===== config.mk =====
export PLATFORM = sky130hd
export DESIGN_NAME = ipv4_frame_filter
export DESIGN_NICKNAME = d
export VERILOG_FILES = /design/src/design/ipv4ff_pkg.sv /design/src/design/ipv4ff_parser.sv /design/src/design/ipv4ff_judge.sv /design/src/design/ipv4_frame_filter.sv
export SDC_FILE = /design/constraint.sdc
export NUM_CORES = 1
export LEC_CHECK = 0
export ABC_AREA = 1
export BUFFER_PORTS_ARGS = -buffer_cell sky130_fd_sc_hd__buf_2
export CAP_MARGIN = 15
export CORE_MARGIN = 2
export CORE_UTILIZATION = 60
export CTS_BUF_LIST = sky130_fd_sc_hd__clkbuf_8
export CTS_CLUSTER_SIZE = 24
export DETAILED_ROUTE_END_ITERATION = 8
export MAX_ROUTING_LAYER = met4
export PLACE_DENSITY = 0.88
export REMOVE_ABC_BUFFERS = 1
export SYNTH_ARGS = -nofsm -noshare
export SYNTH_HDL_FRONTEND = slang
export SYNTH_SLANG_ARGS = --single-unit
export TNS_END_PERCENT = 10

===== constraint.sdc =====
create_clock -name clk -period 6.5 [get_ports clk]
set_clock_uncertainty 0.05 [all_clocks]
set_input_delay 0 -clock clk [delete_from_list [all_inputs] [get_ports clk]]
set_output_delay 0 -clock clk [all_outputs]
set_load 0.01 [all_outputs]

===== src/design/ipv4ff_pkg.sv =====
// types and constants of the ipv4 frame filter
package ipv4ff_pkg;

  typedef enum logic [1:0] {
    VERDICT_ACCEPT     = 2'd0,
    VERDICT_INVALID    = 2'd1,
    VERDICT_NOT_LOCAL  = 2'd2,
    VERDICT_WRONG_PROT = 2'd3
  } verdict_t;

  // configuration register indexes
  localparam logic [1:0] CFG_LOCAL_ADDRESS = 2'd0;
  localparam logic [1:0] CFG_EXP_PROTOCOL  = 2'd1;
  localparam logic [1:0] CFG_MAX_FRAME_LEN = 2'd2;

  localparam logic [31:0] LOCAL_ADDRESS_RST = 32'h0A00_0002;
  localparam logic [7:0]  EXP_PROTOCOL_RST  = 8'd1;
  localparam logic [10:0] MAX_FRAME_LEN_RST = 11'd1514;

  localparam logic [11:0] COUNT_MAX = 12'hFFF;

  // byte positions within the frame
  localparam logic [11:0] POS_ETYPE_HI = 12'd12;
  localparam logic [11:0] POS_ETYPE_LO = 12'd13;
  localparam logic [11:0] POS_VER_IHL  = 12'd14;
  localparam logic [11:0] POS_TLEN_HI  = 12'd16;
  localparam logic [11:0] POS_TLEN_LO  = 12'd17;
  localparam logic [11:0] POS_FRAG_HI  = 12'd20;
  localparam logic [11:0] POS_FRAG_LO  = 12'd21;
  localparam logic [11:0] POS_PROTO    = 12'd23;
  localparam logic [11:0] POS_DST_FIRST = 12'd30;
  localparam logic [11:0] POS_DST_LAST  = 12'd33;
  localparam logic [11:0] POS_SUM_FIRST = 12'd14;
  localparam logic [11:0] POS_SUM_LAST  = 12'd33;

  // header checks
  localparam logic [11:0] MIN_FRAME_LEN  = 12'd34;
  localparam logic [15:0] ETYPE_IPV4     = 16'h0800;
  localparam logic [7:0]  VER_IHL_BASIC  = 8'h45;
  localparam logic [15:0] MIN_TOTAL_LEN  = 16'd20;
  localparam logic [15:0] ETH_HDR_LEN    = 16'd14;
  localparam logic [16:0] SUM_GOOD       = 17'h0FFFF;
  localparam logic [15:0] FRAG_MASK      = 16'h3FFF;

  // captured header fields and running state of one frame
  typedef struct packed {
    logic [11:0] byte_count;
    logic [16:0] sum;
    logic [15:0] ether_type;
    logic [7:0]  version_ihl;
    logic [15:0] total_length;
    logic [15:0] fragment_field;
    logic [7:0]  protocol;
    logic [31:0] dest_address;
  } hdr_t;

endpackage


===== src/design/ipv4ff_parser.sv =====
// byte counter, header field capture and ones' complement sum
module ipv4ff_parser
  import ipv4ff_pkg::*;
(
  input  logic       clk,
  input  logic       rst_n,
  input  logic       en,
  input  logic [7:0] frame_byte,
  input  logic       last_byte,
  output hdr_t       hdr_upd
);

  hdr_t        hdr_r;
  hdr_t        hdr_nxt;
  logic [7:0]  held_r;
  logic [7:0]  held_upd;
  logic [7:0]  held_nxt;
  logic [17:0] sum_raw;
  logic [11:0] pos;

  always_comb begin
    pos      = hdr_r.byte_count;
    hdr_upd  = hdr_r;
    held_upd = held_r;
    sum_raw  = {1'b0, hdr_r.sum} + {2'b00, held_r, frame_byte};

    case (pos)
      POS_ETYPE_HI: hdr_upd.ether_type     = {frame_byte, 8'h00};
      POS_ETYPE_LO: hdr_upd.ether_type     = {hdr_r.ether_type[15:8], frame_byte};
      POS_VER_IHL:  hdr_upd.version_ihl    = frame_byte;
      POS_TLEN_HI:  hdr_upd.total_length   = {frame_byte, 8'h00};
      POS_TLEN_LO:  hdr_upd.total_length   = {hdr_r.total_length[15:8], frame_byte};
      POS_FRAG_HI:  hdr_upd.fragment_field = {frame_byte, 8'h00};
      POS_FRAG_LO:  hdr_upd.fragment_field = {hdr_r.fragment_field[15:8], frame_byte};
      POS_PROTO:    hdr_upd.protocol       = frame_byte;
      default: begin
        if (pos inside {[POS_DST_FIRST:POS_DST_LAST]}) begin
          hdr_upd.dest_address = {hdr_r.dest_address[23:0], frame_byte};
        end
      end
    endcase

    // even positions hold the high byte, odd ones add the pair and fold the carry
    if (pos inside {[POS_SUM_FIRST:POS_SUM_LAST]}) begin
      if (!pos[0]) begin
        held_upd = frame_byte;
      end else begin
        hdr_upd.sum = {1'b0, sum_raw[15:0]} + {15'd0, sum_raw[17:16]};
      end
    end

    if (hdr_r.byte_count < COUNT_MAX) begin
      hdr_upd.byte_count = hdr_r.byte_count + 12'd1;
    end
  end

  always_comb begin
    hdr_nxt  = hdr_r;
    held_nxt = held_r;
    if (en) begin
      if (last_byte) begin
        hdr_nxt  = '0;
        held_nxt = '0;
      end else begin
        hdr_nxt  = hdr_upd;
        held_nxt = held_upd;
      end
    end
  end

  always_ff @(posedge clk) begin
    if (!rst_n) begin
      hdr_r  <= '0;
      held_r <= '0;
    end else begin
      hdr_r  <= hdr_nxt;
      held_r <= held_nxt;
    end
  end

endmodule


===== src/design/ipv4ff_judge.sv =====
// verdict from the captured header and the configuration
module ipv4ff_judge
  import ipv4ff_pkg::*;
(
  input  hdr_t        hdr,
  input  logic [31:0] local_address,
  input  logic [7:0]  expected_protocol,
  input  logic [10:0] max_frame_length,
  output verdict_t    verdict
);

  logic [15:0] tlen_limit;
  logic        bad;

  always_comb begin
    tlen_limit = {4'd0, hdr.byte_count} - ETH_HDR_LEN;
    bad = (hdr.byte_count < MIN_FRAME_LEN)
       || (hdr.byte_count > {1'b0, max_frame_length})
       || (hdr.ether_type != ETYPE_IPV4)
       || (hdr.version_ihl != VER_IHL_BASIC)
       || (hdr.total_length < MIN_TOTAL_LEN)
       || (hdr.total_length > tlen_limit)
       || (hdr.sum != SUM_GOOD)
       || ((hdr.fragment_field & FRAG_MASK) != 16'd0);

    if (bad) begin
      verdict = VERDICT_INVALID;
    end else if (hdr.dest_address != local_address) begin
      verdict = VERDICT_NOT_LOCAL;
    end else if (hdr.protocol != expected_protocol) begin
      verdict = VERDICT_WRONG_PROT;
    end else begin
      verdict = VERDICT_ACCEPT;
    end
  end

endmodule


===== src/design/ipv4_frame_filter.sv =====
// ipv4 frame filter: checks ipv4 header of ethernet frames, one verdict per frame
//
// The frame enters one byte per transfer, in wire order, with in_tlast on the final
// byte. A byte is taken every cycle: the input register feeds the parser, which
// captures the ethertype, version/IHL, total length, fragment field, protocol and
// destination address and folds a ones' complement sum over header bytes 14..33.
// On the final byte the verdict is formed from the updated fields in the same cycle
// and loaded into the result register. Only a final byte waits on the result
// side: it is held in the input register while an earlier result is not yet taken,
// all other bytes pass through regardless of out_tready. Configuration is written
// through the cfg port; the user must write it only while no frame is in flight,
// which the block itself does not enforce, and a write takes effect at once.
module ipv4_frame_filter
  import ipv4ff_pkg::*;
(
  input  logic        clk,
  input  logic        rst_n,
  // input stream
  input  logic        in_tvalid,
  output logic        in_tready,
  input  logic [7:0]  in_tdata,    // [7:0] frame_byte
  input  logic        in_tlast,    // last_byte
  // result stream
  output logic        out_tvalid,
  input  logic        out_tready,
  output logic [15:0] out_tdata,   // [1:0] verdict, [13:2] frame_length, [15:14] zero
  // configuration writes
  input  logic        cfg_wr_en,
  input  logic [1:0]  cfg_index,
  input  logic [31:0] cfg_wdata
);

  // configuration registers
  logic [31:0] local_address_r,     local_address_nxt;
  logic [7:0]  expected_protocol_r, expected_protocol_nxt;
  logic [10:0] max_frame_length_r,  max_frame_length_nxt;

  // input register
  logic        in_valid_r, in_valid_nxt;
  logic [7:0]  in_byte_r,  in_byte_nxt;
  logic        in_last_r,  in_last_nxt;

  // result register
  logic        out_valid_r, out_valid_nxt;
  logic [15:0] out_data_r,  out_data_nxt;

  logic        advance;
  hdr_t        hdr_upd;
  verdict_t    verdict;

  // a held byte moves on unless it is final and the result register is still full
  assign advance   = in_valid_r && (!in_last_r || !out_valid_r || out_tready);
  assign in_tready = !in_valid_r || advance;

  ipv4ff_parser u_parser (
    .clk        (clk),
    .rst_n      (rst_n),
    .en         (advance),
    .frame_byte (in_byte_r),
    .last_byte  (in_last_r),
    .hdr_upd    (hdr_upd)
  );

  ipv4ff_judge u_judge (
    .hdr               (hdr_upd),
    .local_address     (local_address_r),
    .expected_protocol (expected_protocol_r),
    .max_frame_length  (max_frame_length_r),
    .verdict           (verdict)
  );

  // configuration write decode, writes beyond the list are dropped
  always_comb begin
    local_address_nxt     = local_address_r;
    expected_protocol_nxt = expected_protocol_r;
    max_frame_length_nxt  = max_frame_length_r;
    if (cfg_wr_en) begin
      case (cfg_index)
        CFG_LOCAL_ADDRESS: local_address_nxt     = cfg_wdata;
        CFG_EXP_PROTOCOL:  expected_protocol_nxt = cfg_wdata[7:0];
        CFG_MAX_FRAME_LEN: max_frame_length_nxt  = cfg_wdata[10:0];
        default: ;
      endcase
    end
  end

  // input register loads on every accepted transfer
  always_comb begin
    in_valid_nxt = in_valid_r;
    in_byte_nxt  = in_byte_r;
    in_last_nxt  = in_last_r;
    if (in_tready) begin
      in_valid_nxt = in_tvalid;
      in_byte_nxt  = in_tdata;
      in_last_nxt  = in_tlast;
    end
  end

  // result register: loads on a final byte, empties when taken
  always_comb begin
    out_valid_nxt = out_valid_r;
    out_data_nxt  = out_data_r;
    if (out_valid_r && out_tready) begin
      out_valid_nxt = 1'b0;
    end
    if (advance && in_last_r) begin
      out_valid_nxt = 1'b1;
      out_data_nxt  = {2'b00, hdr_upd.byte_count, verdict};
    end
  end

  always_ff @(posedge clk) begin
    if (!rst_n) begin
      local_address_r     <= LOCAL_ADDRESS_RST;
      expected_protocol_r <= EXP_PROTOCOL_RST;
      max_frame_length_r  <= MAX_FRAME_LEN_RST;
      in_valid_r          <= 1'b0;
      out_valid_r         <= 1'b0;
    end else begin
      local_address_r     <= local_address_nxt;
      expected_protocol_r <= expected_protocol_nxt;
      max_frame_length_r  <= max_frame_length_nxt;
      in_valid_r          <= in_valid_nxt;
      out_valid_r         <= out_valid_nxt;
    end
  end

  // payload registers, no reset
  always_ff @(posedge clk) begin
    in_byte_r  <= in_byte_nxt;
    in_last_r  <= in_last_nxt;
    out_data_r <= out_data_nxt;
  end

  assign out_tvalid = out_valid_r;
  assign out_tdata  = out_data_r;

endmodule


# --- After elaboration in Yosys (flattened, before gate mapping) ---
# Index checks and enable logic that the tools add are counted.
word_totals:
  output_inout_bits: 18
  register_bits: 207
  in_bits: 48
classes:
  n_eq_ne: 16
  order_cmp: 8
  muxes: 18
  add_sub_neg: 4
  reduce_logical: 27
ops:
  columns: ["operator", "n"]
  rows:
  - ["$mux 125", 1]
  - ["$pmux 16 s2", 3]
  - ["$mux 32", 2]
  - ["$eq 12x5->1 const B", 5]
  - ["$mux 8", 5]
  - ["$eq 12x4->1 const B", 3]
  - ["$mux 17", 2]
  - ["$ne 32x32->1", 1]
  - ["$add 17x16->18", 1]
  - ["$add 16x2->17", 1]
  - ["$ne 17x16->1 const B", 1]
  - ["$gt 16x16->1", 1]
  - ["$lt 16x5->1 const B", 1]
  - ["$ne 16x12->1 const B", 1]
  - ["$reduce_bool 16->1", 1]
  - ["$sub 12x4->13 const B", 1]
  - ["$add 12x1->12 const B", 1]
  - ["$ge 12x4->1 const B", 1]
  - ["$ge 12x5->1 const B", 1]
  - ["$gt 12x11->1", 1]
  - ["$le 12x6->1 const B", 1]
  - ["$lt 12x12->1 const B", 1]
  - ["$lt 12x6->1 const B", 1]
  - ["$mux 12", 1]
  - ["other kinds (15)", 35]

# --- Longest topological paths before layout ---
# Gate-level depths: netlist of run 1.
logic_depth:
  word_depth: 10
  ltp_mapped: 31

# --- By module ---
# A second synthesis of run 1 with hierarchy kept.
hier_totals:
  cells_unflattened: 1904
  hier_area_um2: 12582.1
by_module_without_submodules:
  columns: ["mod", "cells_each", "area_per_inst_um2", "n_inst"]
  rows:
  - ["ipv4ff_parser", 1226, 7861.3, 1]
  - ["ipv4_frame_filter", 355, 2959.1, 1]
  - ["ipv4ff_judge", 323, 1761.7, 1]

# --- Worst setup path before layout of run 1 ---
# OpenSTA, ideal clock, no wires.
synth_path:
  path_kind: "reg-to-reg"
  from: "reg in_byte_r[1]"
  to: "reg out_data_r[0] (netlist: out_tdata[0]) (data pin)"
  setup_ns: 0.265
  arrival_ns: 3.564
  stages_incl_launch_ff: 30
  path_buffers: 1
  synth_period_minus_slack_ns: 3.879
  slack_ns: 2.621
  cell_sequence: "edfxtp_1 > clkbuf_1 > inv_1 > fa_1 > inv_1 > nand2_1 > nand3_1 > nand2_1 > nand2_1 > nand2_1 > nand2_1 > a21oi_1 > o21ai_0 > xor2_1 > ha_1 > fa_1 > nand3_1 > inv_1 > nand3_1 > nor2_1 > nand2_1 > inv_1 > nand2_1 > nor2_1 > nand2_1 > nand2_1 > a21boi_1 > nand2_1 > nor2_1 > nand4_1"
synth_between:
  elab_chain_cells: 8
  word_cells_on_any_way: 27
synth_lines:
  columns: ["item", "line_no", "rtl"]
  rows:
  - ["start: declaration", "ipv4_frame_filter.sv:40", "logic [7:0] in_byte_r, in_byte_nxt;"]
  - ["start signal: assignment", "ipv4_frame_filter.sv:130", "in_byte_r <= in_byte_nxt;"]
  - ["branches (longest 8 deep; another with $add 17x16->18)", null, null]
  - ["end signal: assignment", "ipv4_frame_filter.sv:132", "out_data_r <= out_data_nxt;"]
  - ["end: declaration", "ipv4_frame_filter.sv:45", "logic [15:0] out_data_r, out_data_nxt;"]
# Parallel ways; which one is timed is not known. The select of a mux whose other input is x is not followed.
# A chain may end at the register's enable or synchronous reset.

# --- Worst setup path in the final report of run 1 ---
layout_path:
  from: "reg in_byte_r[0]"
  to: "reg out_data_r[0] (netlist: out_tdata[0]) (data pin)"
# Same word-level chain as after synthesis.

==> results of run 1 <==
power breakdown:
part	switching [mW]	internal (mW)
Combinational	0.126	0.0665
Sequential	0.0219	1.31
Clock	0.536	0.691
Total	0.684	2.07
critical path: cells and delay by family, from the launching register on:
kind | cells | cell delay (ns)
buffers and inverters | 4 | 0.30
xor gates and xnor gates | 1 | 0.11
adders and majority gates | 4 | 1.29
and+or+nand+nor | 17 | 1.54
AOI/OAI and AO/OA | 3 | 0.45
DFF | 1 | 0.66
kinds of logic after synthesis:
group                    count (synthesis)
buffers and inverters                  292
XOR/XNOR                                47
AND/OR/NAND/NOR                       1007
flip-flops                             207
AO/OA/AOI/OAI                          289
other                                    1
adder cells (fa/ha/maj)                 53
how the worst max path moves through the flow:
stage,from,end,slack (ns)
2_1_floorplan,in_last_r$_DFFE_PP_,u_parser.hdr_r[40]$_SDFFE_PN0P_,0.28
3_3_place_gp,in_byte_r[0]$_DFFE_PP_,out_tdata[0]$_SDFFCE_PP1P_,2.06
3_5_place_dp,in_byte_r[0]$_DFFE_PP_,out_tdata[0]$_SDFFCE_PP1P_,1.92
4_1_cts,in_byte_r[0]$_DFFE_PP_,out_tdata[0]$_SDFFCE_PP1P_,1.91
5_1_grt,in_byte_r[0]$_DFFE_PP_,out_tdata[0]$_SDFFCE_PP1P_,1.35
6_report,in_byte_r[0]$_DFFE_PP_,out_tdata[0]$_SDFFCE_PP1P_,1.85
routing by layer:
metal / track usage, % / wire length, microns
met5: - / 0
met4: 12.38 / 1311
met3: 5.491 / 2872
met2: 54.14 / 16380
met1: 41.73 / 14840
layout make-up:
cell class / instances / area [sq um]
antenna: 1 / 2.502
fill: 1597 / 6242
clock inverter: 15 / 145.1
timing repair buffer: 123 / 893.4
inverter: 215 / 809.5
tap: 270 / 337.8
sequential: 207 / 4374
multi-input combinational: 1398 / 6930
clock buffer: 41 / 564.3
timing repair:
action | in CTS | in global routing
endpoints found under the setup margin | 0 | 0
hold endpoints to repair | 63 | 0
hold buffers | 51 | 0
cell usage in the layout, fill, tap and decap left out, types with 3 or more instances in the layout:
cell and count:
a21oi_1 130, buf_2 63, buf_4 9, bufinv_16 3, clkbuf_8 41, clkinv_1 3
dfxtp_1 184, dlygate4sd3_1 51, edfxtp_1 23, ha_1 51, inv_1 215, inv_2 5
nand2_1 608, nand2_2 9, nand3_1 113, nand3_2 3, nand3b_1 5, nand4_1 19
nor2_1 206, nor2_2 12, nor2_4 4, nor3_1 9, o211ai_1 8, o21ai_0 64
o21ai_1 14, o21ai_2 23, o21bai_1 3, o22ai_1 35, or2_2 8, xnor2_1 6
xor2_1 41
sequential cells by signal, summed over array words and instances (netlist names):
signal / flops
u_parser.held_r: 8
out_tvalid: 1
in_byte_r: 8
max_frame_length_r: 11
u_parser.hdr_r: 111
in_last_r: 1
u_parser.pos: 12
expected_protocol_r: 8
out_tdata: 14
in_valid_r: 1
local_address_r: 32
metrics by stage:
stage	util, %	setup slack (ns)	area (sq um)	hold WS, ns	power, mW
after floorplan	-	0.2777	12100	0.03412	1.447
after global placement	63.23	2.060	12830	0.1275	1.515
after detailed placement	63.23	1.921	12830	0.1281	1.519
after CTS	69.24	1.913	14050	0.1170	2.751
after global routing	69.25	1.347	14060	0.1211	2.830
final	69.25	1.849	14060	0.1343	2.753
==> run_results.csv, run 1 <==
group,metric,value,unit
drt,drc,0,
final_layout,drive_gt1_share,9.555,%
drt,detail_route.wl_per_cell,15.60,microns
synth,synthArstFlopShare,0,%
timing,post-route-period-util,71.55,%
place,hpwl,22640,microns
global_routing,grt_max_degree,100,
cts,clockBufferDepth,3,
setup_path,required,6.72,ns
timing,fmax,0.2150,GHz
min_path,hold_class,"primary input to flip-flop",
cts,cts_sinks,207,
synth,netlist.area_leader.share,29.52,%
run_status,status,"finished clean",
timing,slew_viol_final,0,
cts,ctsResizeCount,0,
floorplan,io_pins,66,
setup_path,timing.rr.end,"out_tdata[0]$_SDFFCE_PP1P_",
synth,synth_mux_area_share,0,%
timing,tns,0,ns
setup_path,crit_arrival,4.87,ns
synth,yosys_warnings,0,
setup_path,reg2reg_slack,1.85,ns
timing,grt_setup_unrepaired,"no",
power_and_ir_drop,pwr_density_cell,195.8,nW/um^2
cts,tritoncts,"built",
floorplan,initial_core_util,61.46,%
min_path,hp-start,"in_tdata[6]",
drt,drtAntennaViolNets,0,
floorplan,fp.dieH,148.2,microns
power_and_ir_drop,p_leak,6.540,nW
global_routing,grt.overflow.total,0,
power_and_ir_drop,irDropWorstVdd,194.5,uV
cts,htreeDepth,2,
floorplan,die_w,148.2,microns
timing,tightest_slew,1.089,ns
timing,min_period,4.651,ns
synth,synth-xor-area-share,3.299,%
setup_path,critPathMaxStageDelay,0.66,ns
global_routing,grt_usage,33.23,%
synth,syn_area_per_cell,6.581,sq um
run,maxCapViolations,0,
setup_path,end_kind,"flip-flop",
synth,synth_edf_count,23,
synth,ys_types,49,
synth,yosys.area_share.simple,33.51,%
floorplan,placementRows,52,
synth,synthFlopType,"dfxtp_1",
min_path,min_path_cells,2,
final_layout,synthToLayoutAreaGrowth,12.67,%
synth,synth-seq-area-share,35.06,%
drt,via_per_inst,5.596,
floorplan,core_area,20300,sq um
final_layout,nNetsFinal,2081,
global_routing,grt_pass1_vias,12127,
place,portBuffers,63,
timing,slew_headroom,27.37,%
final_layout,instances_no_fill,2270,
timing,hold_viol,0,
setup_path,r2r-start,"in_byte_r[0]$_DFFE_PP_",
drt,dr.pass1.iters,7,
cts,cts_root_buf,"clkbuf_8",
synth,synth_top_cell_by_area,"dfxtp_1",
setup_path,crit_path_frequent_cell,"nand2_1",
cts,clkTransAtPathRegs,0.06,ns
synth,syn_area,12480,sq um
setup_path,worstSetupPathType,"flip-flop to flip-flop",
setup_path,worst-path-max-fanout,10,
synth,yosys-top-cells-area,"dfxtp_1 (30%), nand2_1 (18%), nor2_1 (6.2%), inv_1 (6.2%), edfxtp_1 (5.5%)",
floorplan,dieArea,21960,sq um
global_routing,antenna_found_initial,1,
cts,cts_buffers,35,
synth,yosys.cell_count.top_type,"nand2_1",
setup_path,worstRegToRegCells,29,
synth,synth_compound_area_share,13.12,%
drt,first_iter_violations,1208,
synth,yosys-top-cells-count,"nand2_1 (609), nor2_1 (207), inv_1 (206), dfxtp_1 (184), a21oi_1 (130)",
cts,clock_latency,0.53,ns
synth,ys_seq_elements,207,
place,gp_congestion,0.9445,
global_routing,grt_first_pass_wirelength,58280,microns
synth,synth_top_family_by_area,"simple AND/OR/NAND/NOR gates",
place,dp_cells,2162,
setup_path,cp-start-kind,"flip-flop",
min_path,hold_end,"in_byte_r[6]$_DFFE_PP_",
synth,synthAdderAreaFrac,5.435,%
drt,drt-total-wl,35400,microns
drt,dr_total_vias,12704,
timing,setup_viol_count_final,0,
cts,cts_setup_buffers,0,
synth,synthCells,1896,
setup_path,critPathSlowestCell,"edfxtp_1",
No activity file was read; power rests on OpenSTA's default activity.
==> run 2, diff against run 1 <==
- ABC_AREA: 1 -> 0
- CORE_UTILIZATION: 60 -> 58
- PLACE_DENSITY: 0.88 -> 0.89
- clock period: 6.5 -> 4.1 ns (I/O delays scaled with it)
==> run 2 against run 1 <==
Effect of this change:
- the flow now finishes with violations (design-rule violations, negative setup slack)
- total power grew 61%
- die area shrank 3.4%
- core utilization grew 4.9 points
- wire length rose by 11%
- combinational power rose by 90%
- first-iteration DRC count grew 41%
- sequential cell count unchanged
- largest cell class unchanged
- sequential power rose by 58%
- critical path type unchanged
- critical path depth shrank 9
- largest power group unchanged
- worst setup slack got worse by 2.3 ns
- global-route usage up 4.2 points
==> run_results.csv, run 2 <==
group,metric,value,unit
cts,cts_buffers,35,
cts,clkTransAtPathRegs,0.07,ns
timing,fmax,0.2198,GHz
cts,cts_root_buf,"clkbuf_8",
power_and_ir_drop,p_leak,6.275,nW
synth,yosys-top-cells-count,"dfxtp_1 (184), nor2_1 (181), nand2_1 (130), a22oi_1 (125), clkbuf_1 (76)",
drt,drc,29,
final_layout,multiInputGateArea,6778,sq um
final_layout,fill_cells,1303,
floorplan,core_area,19590,sq um
drt,via_per_inst,6.526,
timing,tns,-1.201,ns
timing,worst_slack,-0.4501,ns
timing,setup_viol_count_final,5,
global_routing,grt_max_degree,107,
synth,synthArstFlopShare,0,%
timing,min_period,4.550,ns
drt,drtAntennaViolNets,0,
synth,netlist.area_leader.share,31.64,%
cts,clock_latency,0.57,ns
power_and_ir_drop,irDropWorstVdd,311.1,uV
synth,yosys-top-cells-area,"dfxtp_1 (32%), a22oi_1 (8.1%), edfxtp_1 (5.9%), nor2_1 (5.8%), ha_1 (5.5%)",
final_layout,drive_gt1_share,21.36,%
setup_path,required,4.31,ns
floorplan,initial_core_util,59.43,%
run,maxCapViolations,0,
synth,synth-seq-area-share,37.57,%
synth,synthCells,1381,
cts,cts_sinks,207,
setup_path,end_kind,"flip-flop",
synth,yosys.cell_count.top_type,"dfxtp_1",
synth,synthFlopType,"dfxtp_1",
cts,htreeDepth,2,
timing,slew_headroom,24.12,%
final_layout,fin_area,14530,sq um
run_status,status,"finished with violations",
global_routing,grt_pass1_vias,12296,
floorplan,die_w,145.7,microns
floorplan,dieArea,21220,sq um
timing,slew_viol_final,0,
drt,detail_route.wl_per_cell,20.71,microns
synth,syn_area,11640,sq um
drt,drt-total-wl,39240,microns
setup_path,cp-start-kind,"flip-flop",
setup_path,worstSetupPathType,"flip-flop to flip-flop",
global_routing,antenna_found_initial,1,
drt,dr_total_vias,12366,
synth,ys_types,92,
timing,fin_hold_ws,0.1307,ns
final_layout,nNetsFinal,1705,
final_layout,seqCellArea,4382,sq um
cts,clockBufferDepth,3,
global_routing,grt.overflow.total,0,
global_routing,grt_first_pass_wirelength,62880,microns
place,place_area,13050,sq um
place,hpwl,24180,microns
final_layout,synthToLayoutAreaGrowth,24.83,%
final_layout,final_cell_mix,"dfxtp_1 (180), nor2_1 (179), buf_4 (168)",
timing,hold_viol,0,
floorplan,io_pins,66,
place,portBuffers,63,
final_layout,instances_no_fill,1895,
setup_path,worst-path-max-fanout,3,
timing,tightest_slew,1.137,ns
power_and_ir_drop,pwr_density_cell,305.8,nW/um^2
place,gp_congestion,0.9531,
timing,grt_setup_unrepaired,"yes",
floorplan,placementRows,51,
drt,dr.pass1.iters,9,
min_path,hold_class,"primary input to flip-flop",
final_layout,largest_register_ffs,111,
timing,post-route-period-util,111.0,%
synth,ys_seq_elements,207,
place,dp_cells,1770,
drt,first_iter_violations,1701,
setup_path,crit_arrival,4.76,ns
run_status,violations,"design-rule violations, negative setup slack",
synth,synth_edf_count,23,
final_layout,regMostFlops,"u_parser.hdr_r",
synth,syn_area_per_cell,8.430,sq um
synth,synth_top_cell_by_area,"dfxtp_1",
global_routing,grt_usage,37.43,%
cts,tritoncts,"built",
synth,yosys_warnings,0,
floorplan,fp.dieH,145.7,microns
final_layout,final_common_cell,"dfxtp_1",
-- run 2: layer usage --
metal / GRT usage, % / share of wire, %
met1: 44.96 / 37
met2: 57.62 / 44
met3: 8.401 / 11
met4: 22.21 / 7.6
met5: - / 0
-- run 2: critical path, cell delays in order, from the launching register on --
cell	delay [ns]
dfxtp_1	0.35
and4_1	0.23
nand4_1	0.14
mux2i_1	0.24
inv_1	0.11
ha_2	0.19
nand2_1	0.06
nand2_1	0.07
or3_4	0.32
or3_1	0.33
xor2_1	0.15
ha_1	0.32
a21oi_2	0.14
nor2_1	0.06
a211oi_2	0.20
o21ai_1	0.09
a211o_2	0.33
a2111oi_4	0.34
nand4_1	0.19
a2111oi_4	0.24
nand4_1	0.12
-- run 2: layout make-up --
cell class	count	share of cell area [%]
antenna	1	0.01722
multi-input combinational	1021	46.64
clock buffer	42	3.978
timing repair buffer	282	14.43
sequential	207	30.15
tap	265	2.282
clock inverter	20	1.016
inverter	57	1.489
-- run 2: worst paths after layout --
path	slack [ns]	endpoint	depth (start not counted)	start
worst max-delay path	-0.45	out_tdata[0]$_SDFFCE_PP1P_	20	u_parser.pos[3]$_SDFFE_PN0P_
worst min-delay path	0.13	in_byte_r[1]$_DFFE_PP_	2	in_tdata[1]
worst max register to register	-0.45	out_tdata[0]$_SDFFCE_PP1P_	20	u_parser.pos[3]$_SDFFE_PN0P_
worst min register to register	0.41	local_address_r[31]$_SDFFE_PN0P_	2	local_address_r[31]$_SDFFE_PN0P_
-- run 2: timing repair --
action / CTS / global route
gates resized for setup: 28 / 9
pin swaps: 26 / 10
hold buffers: 50 / 0
endpoints found under the setup margin: 11 / 11
buffers inserted: 11 / 1
endpoints found under the hold margin: 63 / 0
-- run 2: stage by stage --
stage	power [mW]	setup slack [ns]	utilization, %
6_report	4.444	-0.4501	74.18
5_1_grt	4.550	-0.7200	74.18
4_1_cts	4.373	-0.3722	73.95
3_5_place_dp	2.430	-0.6777	66.61
3_3_place_gp	2.421	-0.5559	66.61
2_1_floorplan	2.293	-0.8420	-
-- run 2: cell families after synthesis --
logic type / count (synthesis) / share of synthesized area, %
AOI/OAI and AO/OA: 382 / 23.50
xor gates and xnor gates: 69 / 5.191
adders and majority gates: 53 / 5.825
buffers and inverters: 154 / 5.717
DFF: 207 / 37.57
muxes: 27 / 2.354
other: 1 / 0.03221
and+or+nand+nor: 488 / 19.81
-- run 2: power breakdown --
part | leakage [nW] | switching, mW | internal (mW)
Combinational | 4.13 | 0.228 | 0.138
Sequential | 1.72 | 0.0253 | 2.07
Clock | 0.418 | 0.916 | 1.07
==> run 3, diff against run 2 <==
- CORE_MARGIN: 2 -> not set
- PLACE_DENSITY: 0.89 -> 0.79
==> run 3 against run 2 <==
Effect of this change:
- the flow finishes with violations (negative setup slack)
- sequential share of layout area hardly changed
- total power is 3.2% lower
- sequential power hardly changed
- clock power is 7% lower
- maximum frequency is 1.4% lower
==> run_results.csv, run 3 (synthesis results as in run 2) <==
group,metric,value,unit
run_status,status,"finished with violations",
run_status,violations,"negative setup slack",
setup_path,crit_arrival,4.97,ns
setup_path,path_buf_inv,10,
cts,cts_root_buf,"clkbuf_8",
min_path,hold_end,"local_address_r[10]$_SDFFE_PN0P_",
timing,setup_viol_count_final,6,
setup_path,worstSetupPathType,"flip-flop to flip-flop",
final_layout,final_common_cell,"dfxtp_1",
drt,drtAntennaViolNets,0,
global_routing,grt.overflow.total,0,
cts,clockBufferDepth,3,
floorplan,io_pins,66,
final_layout,largest_register_ffs,111,
global_routing,grt.busiest_layer,"met2",
cts,cts_sinks,207,
drt,dr.pass1.iters,6,
final_layout,antennaDiodeCount,0,
final_layout,synthToLayoutAreaGrowth,24.85,%
floorplan,fp.dieH,143.7,microns
cts,htreeDepth,2,
timing,tightest_slew,0.9652,ns
final_layout,regMostFlops,"u_parser.hdr_r",
global_routing,grt_pass1_vias,11309,
setup_path,crit_path_frequent_cell,"buf_4",
global_routing,met3_usage,5.498,%
timing,worst_slack,-0.5166,ns
final_layout,final_cell_mix,"dfxtp_1 (180), nor2_1 (179), buf_4 (176)",
drt,via_per_inst,6.116,
drt,detail_route.wl_per_cell,18.61,microns
timing,min_period,4.617,ns
place,hpwl,23610,microns
setup_path,timing.rr.end,"out_tdata[1]$_SDFFCE_PP0P_",
global_routing,grt.met1_usage,44.18,%
setup_path,critPathSlowestCell,"a2111oi_4",
final_layout,nNetsFinal,1713,
power_and_ir_drop,finalPower,4.301,mW
cts,clock_latency,0.54,ns
min_path,hp-start,"cfg_index[0]",
min_path,min_path_cells,5,
setup_path,r2r-start,"u_parser.pos[1]$_SDFFE_PN0P_",
power_and_ir_drop,p_leak,6.272,nW
floorplan,core_area,19590,sq um
timing,hold_viol,0,
timing,slew_viol_final,0,
final_layout,instances_no_fill,1902,
timing,post-route-period-util,112.6,%
place,dp_cells,1775,
floorplan,initial_core_util,59.43,%
setup_path,worst-path-max-fanout,4,
global_routing,grt_first_pass_wirelength,56650,microns
setup_path,required,4.45,ns
place,pre_cts_slack,-0.7876,ns
min_path,hold_class,"primary input to flip-flop",
drt,dr_total_vias,11632,
cts,tritoncts,"built",
setup_path,critPathMaxStageDelay,0.37,ns
final_layout,seqCellArea,4379,sq um
power_and_ir_drop,pwr_density_cell,295.9,nW/um^2
cts,cts_buffers,36,
setup_path,end_kind,"flip-flop",
timing,grt_setup_unrepaired,"yes",
setup_path,worstRegToRegCells,22,
place,portBuffers,63,
setup_path,cp_cell_sequence,"buf_4 -> inv_1 -> ha_1 -> mux2i_1 -> inv_1 -> buf_4 -> buf_4 -> buf_4 -> buf_4 -> buf_4 -> buf_4 -> buf_4 -> ha_1 -> nor2b_1 -> o211ai_1 -> a21oi_1 -> a211o_2 -> a211o_2 -> a2111oi_4 -> nand4_1 -> a2111oi_4 -> and4_1",
global_routing,use_met2,58.30,%
power_and_ir_drop,irDropWorstVdd,345.8,uV
final_layout,drive_gt1_share,21.44,%
global_routing,grt_usage,36.04,%
drt,drc,0,
global_routing,grt_max_degree,85,
floorplan,placementRows,51,
run,maxCapViolations,0,
timing,slew_headroom,35.16,%
drt,drt-total-wl,35410,microns
timing,fmax,0.2166,GHz
global_routing,antenna_found_initial,0,
setup_path,reg2reg_slack,-0.52,ns
setup_path,cp_top_family,"compound AO/OA/AOI/OAI gates",
final_layout,fill_cells,1431,
floorplan,dieArea,20640,sq um
drt,first_iter_violations,1208,
place,gp_congestion,0.9709,
floorplan,die_w,143.7,microns
setup_path,cp-start-kind,"flip-flop",
final_layout,multiInputGateArea,6765,sq um
cts,clkTransAtPathRegs,0.07,ns
## run 3: changes by cell type in the layout (fill, tap and decap cells not counted), sizes merged
cell / delta
buf: +7
clkinvlp: +1
clkbuf: +3
diode: -1
inv: -1
bufinv: -2
## run 3: final cells by class
class / instances / share of cell area, %
clock buffers: 45 / 4.261
flip-flops and latches: 207 / 30.13
well taps: 265 / 2.281
repair buffers: 289 / 14.70
multi-input cells: 1021 / 46.54
clock inverters: 18 / 0.5940
inverters: 57 / 1.489
## run 3: report_power, final
group | switching, mW | internal (mW) | leakage (nW)
clock | 0.861 | 0.993 | 0.407
sequential | 0.0256 | 2.07 | 1.72
combinational | 0.211 | 0.138 | 4.14
total | 1.10 | 3.20 | 6.27
## run 3: worst max path at each step
stage,cells past startpoint,to,from
2_1_floorplan,20,out_tdata[0]$_SDFFCE_PP1P_,u_parser.pos[3]$_SDFFE_PN0P_
3_3_place_gp,17,out_tdata[0]$_SDFFCE_PP1P_,u_parser.pos[0]$_SDFFE_PN0P_
3_5_place_dp,17,out_tdata[0]$_SDFFCE_PP1P_,u_parser.pos[0]$_SDFFE_PN0P_
4_1_cts,20,out_tdata[1]$_SDFFCE_PP0P_,u_parser.pos[2]$_SDFFE_PN0P_
5_1_grt,20,out_tdata[1]$_SDFFCE_PP0P_,u_parser.pos[3]$_SDFFE_PN0P_
6_report,22,out_tdata[1]$_SDFFCE_PP0P_,u_parser.pos[1]$_SDFFE_PN0P_
## run 3: routing by layer
| metal | wire length [microns] | up-vias | part of all wire, % |
|---|---|---|---|
| met3 | 2694 | 125 | 7.6 |
| met1 | 14640 | 5455 | 41 |
| li1 | - | 5492 | - |
| met5 | 0 | - | 0 |
| met2 | 16610 | 560 | 47 |
| met4 | 1464 | 0 | 4.1 |
## run 3: worst register-to-register path, cell delays in order, from the launching register on
cell and delay, ns:
dfxtp_2 0.35, buf_4 0.11, inv_1 0.04, ha_1 0.27, mux2i_1 0.19, inv_1 0.11, buf_4 0.14, buf_4 0.13
buf_4 0.13, buf_4 0.12, buf_4 0.12, buf_4 0.12, buf_4 0.15, ha_1 0.30, nor2b_1 0.13, o211ai_1 0.16
a21oi_1 0.11, a211o_2 0.32, a211o_2 0.35, a2111oi_4 0.37, nand4_1 0.21, a2111oi_4 0.25, and4_1 0.24
## run 3: stage by stage
stage	hold WS (ns)	TNS, ns	area, sq um	util [%]
finish	0.02983	-1.434	14540	74.20
detailed placement	0.1281	-3.068	13070	66.74
global route	0.06296	-3.564	14540	74.20
global placement	0.1285	-1.929	13070	66.74
CTS	0.0009461	-1.377	14470	73.88
floorplan	0.01194	-4.132	11190	-
## run 3: what timing repair did
item                       4_1_cts  5_1_grt
setup endpoints to repair       11       13
gates resized for setup         25        8
hold buffers                    50        0
setup buffers                   11        3
pin swaps                       18        5
hold endpoints to repair        63        0
